[src/design/dfr_pkg.sv]
// Package for the WebSocket frame deframer: result kind codes, the item
// record that travels from parser to output stage, and queue sizing.
// No dependencies.
package dfr_pkg;

  localparam logic [2:0] KIND_DATA  = 3'd0;
  localparam logic [2:0] KIND_EMPTY = 3'd1;
  localparam logic [2:0] KIND_CLOSE = 3'd2;
  localparam logic [2:0] KIND_FRAG  = 3'd3;
  localparam logic [2:0] KIND_LONG  = 3'd4;

  // Queue between parser and output stage.
  localparam int QDEPTH = 4;
  localparam int QAW    = $clog2(QDEPTH);
  localparam int QCW    = $clog2(QDEPTH + 1);

  // Classified item: raw byte plus the key byte to apply in the back end.
  typedef struct packed {
    logic [2:0] kind;
    logic [7:0] data;
    logic [7:0] key;
    logic       last;
  } op_t;

endpackage

[src/design/dfr_front.sv]
// Frame header parser: walks header, extended length and mask key, and
// classifies each accepted byte into zero or one op item.
// Depends on dfr_pkg.
module dfr_front (
  input  logic          clk,
  input  logic          rst,
  input  logic          accept,
  input  logic [7:0]    data_byte,
  output logic          op_valid,
  output dfr_pkg::op_t  op
);

  localparam logic [2:0] PH_HDR0   = 3'd0;
  localparam logic [2:0] PH_HDR1   = 3'd1;
  localparam logic [2:0] PH_EXT_HI = 3'd2;
  localparam logic [2:0] PH_EXT_LO = 3'd3;
  localparam logic [2:0] PH_KEY    = 3'd4;
  localparam logic [2:0] PH_DATA   = 3'd5;

  logic [2:0]  phase, phase_next;
  logic        is_masked, is_masked_next;
  logic [31:0] mask_key, mask_key_next;
  logic [1:0]  key_index, key_index_next;
  logic [15:0] remaining, remaining_next;
  logic        halted, halted_next;

  logic [15:0] len_val;
  logic [15:0] rem_dec;
  logic [7:0]  key_byte;

  // Key byte 0 lives in bits 31..24.
  always_comb begin
    case (key_index)
      2'd0:    key_byte = mask_key[31:24];
      2'd1:    key_byte = mask_key[23:16];
      2'd2:    key_byte = mask_key[15:8];
      default: key_byte = mask_key[7:0];
    endcase
  end

  assign rem_dec = remaining - 16'd1;

  always_comb begin
    phase_next     = phase;
    is_masked_next = is_masked;
    mask_key_next  = mask_key;
    key_index_next = key_index;
    remaining_next = remaining;
    halted_next    = halted;
    op_valid       = 1'b0;
    op             = '0;
    len_val        = 16'd0;

    if (accept && !halted) begin
      case (phase)
        PH_HDR1: begin
          is_masked_next = data_byte[7];
          if (data_byte[6:0] == 7'd127) begin
            halted_next = 1'b1;
            op_valid    = 1'b1;
            op.kind     = dfr_pkg::KIND_LONG;
          end else if (data_byte[6:0] == 7'd126) begin
            phase_next = PH_EXT_HI;
          end else begin
            len_val        = {9'd0, data_byte[6:0]};
            remaining_next = len_val;
            key_index_next = 2'd0;
            if (data_byte[7]) begin
              phase_next = PH_KEY;
            end else if (len_val == 16'd0) begin
              phase_next = PH_HDR0;
              op_valid   = 1'b1;
              op.kind    = dfr_pkg::KIND_EMPTY;
            end else begin
              phase_next = PH_DATA;
            end
          end
        end
        PH_EXT_HI: begin
          remaining_next = {data_byte, 8'd0};
          phase_next     = PH_EXT_LO;
        end
        PH_EXT_LO: begin
          len_val        = {remaining[15:8], data_byte};
          remaining_next = len_val;
          key_index_next = 2'd0;
          if (is_masked) begin
            phase_next = PH_KEY;
          end else if (len_val == 16'd0) begin
            phase_next = PH_HDR0;
            op_valid   = 1'b1;
            op.kind    = dfr_pkg::KIND_EMPTY;
          end else begin
            phase_next = PH_DATA;
          end
        end
        PH_KEY: begin
          case (key_index)
            2'd0:    mask_key_next[31:24] = data_byte;
            2'd1:    mask_key_next[23:16] = data_byte;
            2'd2:    mask_key_next[15:8]  = data_byte;
            default: mask_key_next[7:0]   = data_byte;
          endcase
          key_index_next = key_index + 2'd1;
          if (key_index == 2'd3) begin
            key_index_next = 2'd0;
            if (remaining == 16'd0) begin
              phase_next = PH_HDR0;
              op_valid   = 1'b1;
              op.kind    = dfr_pkg::KIND_EMPTY;
            end else begin
              phase_next = PH_DATA;
            end
          end
        end
        PH_DATA: begin
          remaining_next = rem_dec;
          key_index_next = key_index + 2'd1;
          op_valid       = 1'b1;
          op.kind        = dfr_pkg::KIND_DATA;
          op.data        = data_byte;
          op.key         = is_masked ? key_byte : 8'd0;
          op.last        = (rem_dec == 16'd0);
          if (rem_dec == 16'd0) begin
            phase_next     = PH_HDR0;
            key_index_next = 2'd0;
          end
        end
        default: begin
          // first header byte; unused phase codes land here too
          if (data_byte[3]) begin
            halted_next = 1'b1;
            op_valid    = 1'b1;
            op.kind     = dfr_pkg::KIND_CLOSE;
          end else if (!data_byte[7]) begin
            halted_next = 1'b1;
            op_valid    = 1'b1;
            op.kind     = dfr_pkg::KIND_FRAG;
          end else begin
            phase_next = PH_HDR1;
          end
        end
      endcase
    end
  end

  always_ff @(posedge clk) begin
    if (rst) begin
      phase     <= PH_HDR0;
      is_masked <= 1'b0;
      mask_key  <= 32'd0;
      key_index <= 2'd0;
      remaining <= 16'd0;
      halted    <= 1'b0;
    end else begin
      phase     <= phase_next;
      is_masked <= is_masked_next;
      mask_key  <= mask_key_next;
      key_index <= key_index_next;
      remaining <= remaining_next;
      halted    <= halted_next;
    end
  end

endmodule

[src/design/dfr_fifo.sv]
// Short queue of op items between the parser and the output stage.
// Depends on dfr_pkg.
module dfr_fifo (
  input  logic          clk,
  input  logic          rst,
  input  logic          wr_en,
  input  dfr_pkg::op_t  wr_op,
  input  logic          rd_en,
  output dfr_pkg::op_t  rd_op,
  output logic          q_empty,
  output logic          q_full
);

  dfr_pkg::op_t                 slots [dfr_pkg::QDEPTH];
  logic [dfr_pkg::QAW-1:0]      head;
  logic [dfr_pkg::QAW-1:0]      tail;
  logic [dfr_pkg::QCW-1:0]      count;

  logic do_wr;
  logic do_rd;

  assign q_empty = (count == '0);
  assign q_full  = (count == dfr_pkg::QCW'(dfr_pkg::QDEPTH));
  assign do_wr   = wr_en && !q_full;
  assign do_rd   = rd_en && !q_empty;
  assign rd_op   = slots[head];

  always_ff @(posedge clk) begin
    if (do_wr) begin
      slots[tail] <= wr_op;
    end
  end

  always_ff @(posedge clk) begin
    if (rst) begin
      head  <= '0;
      tail  <= '0;
      count <= '0;
    end else begin
      if (do_wr) begin
        tail <= tail + 1'b1;
      end
      if (do_rd) begin
        head <= head + 1'b1;
      end
      if (do_wr && !do_rd) begin
        count <= count + 1'b1;
      end else if (do_rd && !do_wr) begin
        count <= count - 1'b1;
      end
    end
  end

endmodule

[src/design/dfr_back.sv]
// Output stage: takes op items from the queue, applies the mask key and
// holds the result item until it is popped.
// Depends on dfr_pkg.
module dfr_back (
  input  logic          clk,
  input  logic          rst,
  input  logic          q_empty,
  input  dfr_pkg::op_t  q_op,
  output logic          q_rd,
  input  logic          pop,
  output logic          empty,
  output logic [2:0]    kind,
  output logic [7:0]    payload_byte,
  output logic          last
);

  logic out_valid;

  assign empty = !out_valid;
  assign q_rd  = !q_empty && (!out_valid || pop);

  always_ff @(posedge clk) begin
    if (rst) begin
      out_valid <= 1'b0;
    end else if (q_rd) begin
      out_valid <= 1'b1;
    end else if (pop) begin
      out_valid <= 1'b0;
    end
  end

  always_ff @(posedge clk) begin
    if (q_rd) begin
      kind         <= q_op.kind;
      payload_byte <= q_op.data ^ q_op.key;
      last         <= q_op.last;
    end
  end

endmodule

[src/design/websocket_frame_deframer_unit.sv]
// WebSocket frame deframer, top level. Depends on dfr_pkg, dfr_front,
// dfr_fifo and dfr_back.
// A result item is registered in a queue slot and then in the output register before it reaches the ports.
// Throughput: one byte per cycle; full rises only when the 4-entry queue
// is full because results are not being popped.
// Reset (rst, synchronous): parser returns to the first header byte, clears
// the halt flag and key state; queue and output stage come up empty.
module websocket_frame_deframer_unit (
  input  logic       clk,
  input  logic       rst,
  // byte input, queue style
  input  logic       push,
  output logic       full,
  input  logic [7:0] data_byte,
  // result output, queue style
  output logic       empty,
  input  logic       pop,
  output logic [2:0] kind,
  output logic [7:0] payload_byte,
  output logic       last
);

  // Front end: header parser. It classifies each accepted byte and emits
  // at most one op item, which carries the raw byte and the key byte.
  logic          accept;
  logic          op_valid;
  dfr_pkg::op_t  op;

  // Queue state between parser and output stage.
  logic          q_empty;
  logic          q_full;
  logic          q_rd;
  dfr_pkg::op_t  q_op;

  // A byte is taken whenever the queue has room, even if it makes no item:
  // the parser never waits on the output side directly.
  assign full   = q_full;
  assign accept = push && !q_full;

  dfr_front u_front (
    .clk       (clk),
    .rst       (rst),
    .accept    (accept),
    .data_byte (data_byte),
    .op_valid  (op_valid),
    .op        (op)
  );

  dfr_fifo u_fifo (
    .clk     (clk),
    .rst     (rst),
    .wr_en   (op_valid),
    .wr_op   (op),
    .rd_en   (q_rd),
    .rd_op   (q_op),
    .q_empty (q_empty),
    .q_full  (q_full)
  );

  // Back end: unmasks (XOR with key byte) and presents the oldest item;
  // if the queue holds an item, it refills in the same cycle that a pop frees it.
  dfr_back u_back (
    .clk          (clk),
    .rst          (rst),
    .q_empty      (q_empty),
    .q_op         (q_op),
    .q_rd         (q_rd),
    .pop          (pop),
    .empty        (empty),
    .kind         (kind),
    .payload_byte (payload_byte),
    .last         (last)
  );

endmodule
[config.mk]
export PLATFORM = sky130hd
export DESIGN_NAME = websocket_frame_deframer_unit
export DESIGN_NICKNAME = d
export VERILOG_FILES = /design/src/design/dfr_pkg.sv /design/src/design/dfr_front.sv /design/src/design/dfr_fifo.sv /design/src/design/dfr_back.sv /design/src/design/websocket_frame_deframer_unit.sv
export SDC_FILE = /design/constraint.sdc
export NUM_CORES = 1
export LEC_CHECK = 0
export BUFFER_PORTS_ARGS = -buffer_cell sky130_fd_sc_hd__buf_4
export CAP_MARGIN = 10
export CORE_ASPECT_RATIO = 1.2
export CORE_MARGIN = 5
export CORE_UTILIZATION = 40
export CTS_CLUSTER_DIAMETER = 80
export CTS_CLUSTER_SIZE = 10
export DETAILED_ROUTE_END_ITERATION = 16
export SLEW_MARGIN = 20
export SYNTH_ARGS = -nofsm -noshare
export SYNTH_HDL_FRONTEND = slang
export SYNTH_SLANG_ARGS = --single-unit
[constraint.sdc]
create_clock -name clk -period 3.9 [get_ports clk]
set_input_delay 0.78 -clock clk [delete_from_list [all_inputs] [get_ports clk]]
set_output_delay 0.78 -clock clk [all_outputs]
set_load 0.005 [all_outputs]
After elaboration in Yosys (flattened, before gate mapping)

Memories as Yosys holds them, arrays and structs flattened. A register that Yosys moved wholly into a read port is not among the register bits.
Index checks and enable logic that the tools add are counted.

Register bits after elaboration: 75
RAM bits: 80
Bits of input ports: 12
Output and inout port bits: 14
Word-level logic and storage cells: 144
Memories kept: 1

Add/sub/neg operators: 6
Equal/unequal tests: 18
Multiplexer cells: 59
Bitwise gates (word level): 4
Reductions and logical operators: 39

Memories:

| name         | words | bits a word | read ports | clocked after Yosys merged registers in | write ports | line           | RTL |
|---|---|---|---|---|---|---|---|
| u_fifo.slots | 4     | 20          | 1          | 1                                       | 1           | dfr_fifo.sv:14 | `dfr_pkg::op_t slots [dfr_pkg::QDEPTH];` |

Operator list:

| operator                | number |
|---|---|
| $pmux W16 S4            | 1 |
| $mux W3                 | 19 |
| $logic_not A16 Y1       | 3 |
| $mux W16                | 2 |
| $pmux W8 S3             | 1 |
| $mux W1                 | 21 |
| $mux W20                | 1 |
| $mux W17                | 1 |
| $sub A16 B1 Y16 const B | 1 |
| $pmux W3 S5             | 1 |
| $eq A7 B7 Y1 const B    | 2 |
| $mux W2                 | 7 |
| $pmux W3 S4             | 1 |
| $reduce_and A3 Y1       | 4 |
| $reduce_and A4 Y1       | 3 |
| $eq A3 B3 Y1 const B    | 3 |
| $mux W8                 | 1 |
| $pmux W2 S4             | 1 |
| $reduce_bool A4 Y1      | 2 |
| $xor A8 B8 Y8           | 1 |
| $logic_and A1 B1 Y1     | 7 |
| $logic_not A7 Y1        | 1 |
| $add A2 B1 Y2 const B   | 3 |
| $eq A3 B2 Y1 const B    | 2 |
| 25 further kinds        | 37 |

Logic depth before layout (Yosys ltp)

Word-level depth: 12
Gate-level depth with buffers: 14
Mapped depth without buffers: 14

Modules after synthesis

Synthesis repeated with hierarchy kept, for this count alone.

Cells, all modules: 652
Area total of the unflattened synthesis: 7287.0 um2

By module, submodules not included:

| module                        | times used | cells an instance | area each (um2) | sequential area each (um2) |
|---|---|---|---|---|
| dfr_front                     | 1          | 474               | 3442.1          | 1101.1 |
| dfr_fifo                      | 1          | 152               | 3355.7          | 2582.5 |
| dfr_back                      | 1          | 25                | 475.5           | 380.4 |
| websocket_frame_deframer_unit | 1          | 1                 | 13.8            | 0.0 |

Worst setup path after synthesis

No wires, ideal clock.

Kind: register to register
Start point: reg u_front.remaining[0]
End point: reg u_fifo.count[2] (netlist name)
Library setup time: 0.071 ns
Arrival: 3.207 ns
Required time: 3.829 ns
Path slack: 0.622 ns
Stages on the path, launching flop included: 15
Buffers on the path: 0
Period minus slack after synthesis: 3.278 ns
Path through: dfxtp_1 inv_1 ha_1 nor3b_1 nand4_1 or4_1 nand4_1 a21oi_1 inv_1 ha_1 inv_1 fa_1 xor2_1 or3_1 a21oi_1

Longest elaborated chain between the ends: 9
Elaborated cells between the ends (all ways): 11
Classes of those cells: 5 x mux; 6 x reduce/logical

Ends and longest elaborated chain:

| item                         | line             | RTL |
|---|---|---|
| start, declared              | dfr_front.sv:24  | `logic [15:0] remaining, remaining_next;` |
| start signal, assigned       | dfr_front.sv:160 | `remaining <= remaining_next;` |
| $logic_not A16 Y1 (*)        | dfr_front.sv:107 | `if (remaining == 16'd0) begin` |
| $mux W1 (*)                  | dfr_front.sv:107 |  |
| $mux W1 (*)                  | dfr_front.sv:105 | `if (key_index == 2'd3) begin` |
| $pmux W1 S5 (*)              | dfr_front.sv:55  | `case (phase)` |
| $mux W1 (*)                  | dfr_front.sv:54  | `if (accept && !halted) begin` |
| $logic_and A1 B1 Y1 (*)      | dfr_fifo.sv:24   | `assign do_wr = wr_en && !q_full;` |
| named net u_fifo.do_wr       | dfr_fifo.sv:19   | `logic do_wr;` |
| $logic_not A1 Y1             | dfr_fifo.sv:48   | `end else if (do_rd && !do_wr) begin` |
| $logic_and A1 B1 Y1          | dfr_fifo.sv:48   |  |
| $reduce_bool A2 Y1 (no line) | --               |  |
| end signal, assigned         | dfr_fifo.sv:47   | `count <= count + 1'b1;` |
| end signal, assigned         | dfr_fifo.sv:49   | `count <= count - 1'b1;` |
| end, declared                | dfr_fifo.sv:17   | `logic [dfr_pkg::QCW-1:0] count;` |

Mark *: on every way through the listed nets, which the timed path passes. The rest lies on a longest branch.
A chain may end at the register's enable or synchronous reset.

Worst setup path after layout

Same ends and word-level chain as after synthesis.

==> results.yml <==
outcome:
  run_status: "finished clean"
yosys:
  ys_warn_count: 0
  synth_edf_count: 92
  synth_flop_cell: "edfxtp_1"
  synth_xor_area_share_pct: 5.923
  synth-simple-area-share_pct: 14.00
  synth_area_leaders: "edfxtp_1 (39%), dfxtp_1 (18%), xor2_1 (5.4%)"
  synth_top_cell_area_share_pct: 38.92
  seq_area_frac_synth_pct: 57.25
  synth-seq-cells: 157
  syn_avg_cell_area_sq_um: 11.66
  synthAdderAreaFrac_pct: 2.397
  synth.largest_area_cell: "edfxtp_1"
  synth_area_sq_mm: 0.007098
  async_flop_share_pct: 0
  synthesis.nets: 634
  synth_top_family_by_area: "simple AND/OR/NAND/NOR gates"
  synth.mux.area_fraction_pct: 8.743
  synth_compound_area_share_pct: 8.655
  netlist_instances: 609
  synth_cell_types: 56
die:
  die_h_um: 155.9
  die_area_sq_mm: 0.02052
  die_x_um: 131.6
  start_util_pct: 40.54
  io_pins: 26
  rows: 53
  core_sq_mm: 0.01751
power:
  p_leak_nw: 3.188
  vdd.ir_drop.worst_uv: 278.9
  p_int_mw: 3.372
  p_seq_share_pct: 45.8
  p_per_area_mw_per_mm2: 579.4
  sw_frac_of_total_pct: 28.41
  p_sw_mw: 1.338
  pwr-share-clk_pct: 34.2
  power_frac_comb_pct: 20.0
timing:
  fin_crit_ns: 3.509
  worst_pin_slew_ns: 1.046
  hold_violations: 0
  drv_slew: 0
  setup-tns-final_ns: 0
  setup-violations-final: 0
  fin_skew_ns: 0.01007
  period_share_pct: 89.99
  slew-limit-headroom_pct: 29.93
  grt_setup_unrepaired: "false"
  max_freq_ghz: 0.2849
critical_path:
  crit_chain: "inv_1 > ha_1 > nor3b_2 > nand4_1 > or4_1 > nand4_1 > a21oi_1 > inv_1 > ha_1 > inv_1 > fa_1 > xor2_1 > or3_1 > a21oi_1"
  path_max_fanout: 5
  cp-end-kind: "flip-flop"
  crit_start: "u_front.remaining[0]"
  rr_endpoint: "u_fifo.count[2]"
  cpMostUsedCell: "inv_1"
  worstSetupPathType: "flip-flop to flip-flop"
  cp_data_required_time_ns: 4.25
  reg2reg_from: "u_front.remaining[0]"
  start_kind: "flip-flop"
  rrSetupSlack_ns: 0.39
  arrival_ns: 3.86
  crit_family: "simple AND/OR/NAND/NOR gates"
  r2r_cells: 14
  cpPeakStageDelay_ns: 0.48
  crit_buf_inv: 3
  slowest_stage: "or4_1"
final_layout:
  layout_common_cells: "edfxtp_1 (92), nor2_1 (88), dfxtp_1 (65)"
  syn_to_final_growth_pct: 14.52
  n_fill_cell: 1599
  drive_gt1_share_pct: 14.91
  nets: 656
  utilization_pct: 46.43
  diodes: 0
  layout_commonest_cell: "edfxtp_1"
clock_tree:
  clk_latency_ns: 0.43
  cts_setup_buffers: 0
  cts_root_buf: "clkbuf_16"
  cts_resized: 0
  clockBufferDepth: 2
  cts.sinks: 157
  clk_pin_slew_ns: 0.06
  postCtsHoldBufs: 0
  cts_tree: "built"
  cts_buffers: 17
  h-tree-depth: 4
drt:
  wl_per_cell_um: 17.99
  drt_wl_total_mm: 15.54
  drc: 0
  drtIter0Drc: 427
  vias_per_cell: 5.552
  firstDrtPassIters: 7
  postRouteAntennaNets: 0
  vias: 4797
global_route:
  grt_pass1_vias: 4819
  grt_overflow_total: 0
  grt_first_pass_wirelength_mm: 25.05
  grt_start_max_net_pins: 67
  antenna_found_initial: 0
  grt_util_all_layers_pct: 15.50
min_path:
  hold_start: "u_back.out_valid"
  hold_end: "u_back.out_valid"
  hold-path-cell-count: 2
  hp-class: "flip-flop to flip-flop"
placed_design:
  numPortBuffers: 25
  place_congestion: 0.8865
  hpwl_mm: 10.58
flow_run:
  cap_violations: 0
## power by group through the flow
stage | clock (mW) | sequential (mW) | combinational, mW
CTS | 1.65 | 2.16 | 0.954
finish | 1.61 | 2.16 | 0.944
global placement | 0 | 2.19 | 0.932
global route | 1.72 | 2.19 | 1.05
floorplan | 0 | 2.14 | 0.651
detailed placement | 0 | 2.20 | 0.950
## metrics by stage
stage	total power [mW]	instance area, sq um	std cells	hold WS, ns	worst slack (ns)
2_1_floorplan	2.793	7098	609	0.4453	0.6221
3_3_place_gp	3.123	7538	832	0.4652	0.4083
3_5_place_dp	3.149	7538	832	0.4743	0.3414
4_1_cts	4.766	8119	864	0.4834	0.3099
5_1_grt	4.955	8129	864	0.4982	0.09594
6_report	4.710	8129	864	0.4811	0.3905
## worst max path at each step
stage	end	slack [ns]	cells past startpoint
2_1_floorplan	u_fifo.count[2]	0.62	14
3_3_place_gp	u_fifo.count[2]	0.41	13
3_5_place_dp	u_fifo.count[2]	0.34	14
4_1_cts	u_fifo.count[2]	0.31	14
5_1_grt	u_fifo.count[2]	0.1	14
6_report	u_fifo.count[2]	0.39	14
## logic make-up after synthesis
family | count (synthesis)
flip-flops | 157
buffers and inverters | 55
multiplexers | 47
AND/OR/NAND/NOR | 198
adder cells (fa/ha/maj) | 13
AO/OA/AOI/OAI | 91
XOR/XNOR | 48
## synthesized netlist by cell type, types with 14 or more instances
master / count
nor2_1: 88
xor2_1: 44
mux2i_1: 35
a21oi_1: 20
o21ai_0: 21
a22oi_1: 14
inv_1: 18
dfxtp_1: 65
clkbuf_1: 29
edfxtp_1: 92
nand2_1: 25
## state kept, by name, summed over array words and instances (netlist names), named ones only
name                 flops
u_fifo.tail              2
u_back.out_valid         1
u_back.payload_byte      8
u_fifo.slots            80
u_front.mask_key        32
u_front.is_masked        1
u_back.kind              3
u_front.halted           1
u_front.remaining       16
u_front.key_index        2
u_fifo.count             3
u_fifo.head              2
u_front.phase            3
u_back.last              1
## final cells by class
cell class                 count  area, sq um  area share (%)
clock buffer                  17        425.4           5.233
clock inverter                15        155.1           1.909
inverter                      18        67.56          0.8312
multi-input combinational    397         2841           34.95
sequential                   157         4064           49.99
tap                          220        275.3           3.386
timing repair buffer          40        300.3           3.694
## routing by layer
layer | vias to the layer above | track usage [%] | share of wire, %
met1 | 2325 | 17.60 | 41
met2 | 154 | 28.07 | 53
met3 | 33 | 3.613 | 4.5
met5 | - | 0 | 0
li1 | 2285 | - | -
met4 | 0 | 6.418 | 2.2
## worst register-to-register path: stages (launching register included)
cell     delay (ns)
dfxtp_1        0.34
inv_1          0.11
ha_1           0.24
nor3b_2        0.25
nand4_1        0.21
or4_1          0.48
nand4_1        0.19
a21oi_1        0.22
inv_1          0.10
ha_1           0.18
inv_1          0.07
fa_1           0.43
xor2_1         0.18
or3_1          0.31
a21oi_1        0.14
No activity file was read; power rests on OpenSTA's default activity.
